==> config.mk <==
export PLATFORM = sky130hd
export DESIGN_NAME = pei_mul
export DESIGN_NICKNAME = d
export VERILOG_FILES = /design/src/sv/pei_mul.sv
export SDC_FILE = /design/constraint.sdc
export NUM_CORES = 2
export LEC_CHECK = 0
export CAP_MARGIN = 15
export CELL_PAD_IN_SITES_DETAIL_PLACEMENT = 0
export CELL_PAD_IN_SITES_GLOBAL_PLACEMENT = 1
export CORE_MARGIN = 3
export CORE_UTILIZATION = 41
export CTS_CLUSTER_SIZE = 8
export DETAILED_ROUTE_END_ITERATION = 16
export DONT_BUFFER_PORTS = 1
export PLACE_DENSITY = 0.63
export SLEW_MARGIN = 20
export SYNTH_ARGS = -nofsm -noshare
export SYNTH_HDL_FRONTEND = slang
export SYNTH_SLANG_ARGS = --single-unit
export TNS_END_PERCENT = 20
==> constraint.sdc <==
create_clock -name clk_i -period 23.2 [get_ports clk_i]
set_input_delay 3.48 -clock clk_i [delete_from_list [all_inputs] [get_ports clk_i]]
set_output_delay 3.48 -clock clk_i [all_outputs]
set_load 0.02 [all_outputs]
==> src/sv/pei_mul.sv <==
// Shared 33x33 signed multiplier with a registered product.
// Depends on nothing; the sequencer feeds and consumes it.
`default_nettype none
module pei_mul (
  input  wire logic               clk_i,
  input  wire logic signed [32:0] a_i,
  input  wire logic signed [32:0] b_i,
  output logic signed [65:0]      p_o
);
  // Register one exact product each cycle
  always_ff @(posedge clk_i) begin
    p_o <= a_i * b_i;
  end
endmodule
`default_nettype wire

==> flow_summary.json <==
{
  "status": "completed",
  "worstMarginPinSlew_ps": 1010,
  "cpMaxStageDelayCell": "fa_1",
  "worstSetupPathType": "input pin to register",
  "synth_area_um2": 40700,
  "post-synth-top-count-cell": "fa_1",
  "vias": 27600,
  "slew_viol_final": 0,
  "grt_setup_unrepaired": "no",
  "synthesis.nets": 5767,
  "drtAntennaViolNets": 0,
  "setup_viol": 0,
  "die-area_um2": 103000,
  "grt_overflow": 0,
  "antenna_found_initial": 8,
  "cp-end-kind": "register",
  "yosysWarnings": 0,
  "crit_chain": "nand2_1, inv_1, fa_1, fa_1, fa_1, fa_1, fa_1, fa_1, fa_1, inv_1, fa_1, inv_1, ha_1, nand3_1, nor2_1, nand2_1, nor3_1, o311ai_4, nand3_2, a211oi_1, a311oi_1",
  "cts.repair.resized": 0,
  "post-dp-hpwl_um": 95300,
  "largest_reg_flops": 66,
  "htreeDepth": 3,
  "finalCriticalPeriod_ps": 11080,
  "grt_pass1_vias": 31200,
  "cp.required_ps": 23500,
  "clock-sinks": 66,
  "cts_setup_buffers": 0,
  "synth_enable_flop_cells": 0,
  "syn2layout_area_growth_pct": 2.87,
  "finalCritPeriodShare_pct": 47.8,
  "drive_gt1_share_pct": 1.40,
  "max_stage_delay_ps": 1020,
  "die_x_um": 321,
  "coreArea_um2": 97600,
  "critPathLaunchType": "input pin",
  "synthFlopType": "dfxtp_1",
  "cts.clk_slew.worst_paths_ps": 60,
  "multiInputGateArea_um2": 34300,
  "hp-class": "input pin to register",
  "synth-async-reset-ratio_pct": 0,
  "grtUsageTotal_pct": 24.7,
  "rows": 114,
  "root_buffer": "clkbuf_16",
  "synth_top_area_share_pct": 56.3,
  "fill_cells": 9690,
  "fmax_mhz": 90.2,
  "synth.distinct_cells": 80,
  "initial_utilization_pct": 41.8,
  "drc": 0,
  "gp_congestion": 0.873,
  "arrival_ps": 11380,
  "maxCapViolCount": 0,
  "dieHeight_um": 321,
  "syn_area_per_cell_um2": 9.39,
  "min_path_cells": 1,
  "crit_top_cell": "fa_1",
  "synth_common_cells": "1145 x fa_1, 1131 x inv_1, 562 x and2_1",
  "drt_iter0_drc": 1508,
  "pin_count": 133,
  "ff_latch_area_um2": 1320,
  "top_register": "p_o",
  "postCtsHoldBufs": 0,
  "synth_top_cell_by_area": "fa_1",
  "drt_wl_total_um": 120000,
  "hold_viol": 0,
  "synth_cells": 4338,
  "wl_per_cell_um": 22.2,
  "clock_path_buffers": 2,
  "setup_tns_ps": 0,
  "numCtsBuffers": 9,
  "grt_max_degree": 34,
  "cts_tree": "done",
  "path_max_fanout": 33,
  "dr.pass1.iters": 7,
  "grt_pass1_wl_um": 192000,
  "yosysSeqAreaShare_pct": 3.24,
  "ys_ff_latch": 66,
  "nets": 5562,
  "synth_area_leaders": "fa_1 56%, inv_1 10%, and2_1 8.6%, ha_1 6.7%, nand2_1 5.1%",
  "top_regs": "p_o: 66 flops",
  "vias_per_cell": 5.09,
  "slew_headroom_pct": 32.8,
  "io_buffer_count": 0
}
-- per-stage QoR --
step | cell area (µm²) | hold slack, ps | worst slack [ps] | util [%] | std cells
after global routing | 41900 | 3190 | 11810 | 42.9 | 5414
after global placement | 41500 | 3610 | 11850 | 42.6 | 5398
final | 41900 | 3210 | 12120 | 42.9 | 5417
after detailed placement | 41500 | 3610 | 11890 | 42.6 | 5398
after CTS | 41900 | 3180 | 12230 | 42.9 | 5414
after floorplan | 40700 | 3610 | 12480 | - | 4338
-- cell usage in the layout (no fill, tap or decap), types with 36 or more instances in the layout --
cell type  instances
a21o_1            36
a21oi_1           57
and2_1           562
dfxtp_1           66
fa_1            1145
ha_1             217
inv_1           1131
nand2_1          551
nor2_1            68
xnor2_1           43
-- logic make-up after synthesis --
family | count (synthesis) | synth area share [%]
fa+ha+maj | 1362 | 62.9
buf+inv | 1352 | 12.5
simple gates | 1271 | 15.8
compound gates | 219 | 4.07
xor+xnor | 68 | 1.46
flops | 66 | 3.24
-- cell type report --
type,count,area share [%]
Antenna cell,3,0.0179
Clock buffer,10,0.570
Clock inverter,6,0.328
Inverter,1131,10.1
Multi-Input combinational cell,2920,81.9
Sequential cell,66,3.15
Tap cell,1276,3.81
Timing Repair Buffer,5,0.0896
-- worst max-delay path, delay by kind of cell --
| family | cells | cell delay, ps |
|---|---|---|
| simple gates | 6 | 1770 |
| buf+inv | 3 | 200 |
| compound gates | 3 | 640 |
| fa+ha+maj | 9 | 5240 |
-- layer usage --
layer  track usage [%]  up-vias  part of all wire [%]  routed length [µm]
met5                 0        -                 0.018                  22
met2              41.8      725                    50               59600
li1                  -    11900                     -                   -
met1              32.6    14800                    42               50200
met3              4.41      175                   5.7                6820
met4              7.24        4                   3.0                3660
-- final timing paths --
| check | start | to | slack (ps) |
|---|---|---|---|
| setup / recovery | a_i[32] | p_o[64] | 12120 |
| hold / removal | b_i[0] | p_o[0] | 3210 |
Power is left out: the tool's default activity adds up to more than one toggle a clock period on the data nets, which glitch-free logic cannot reach.
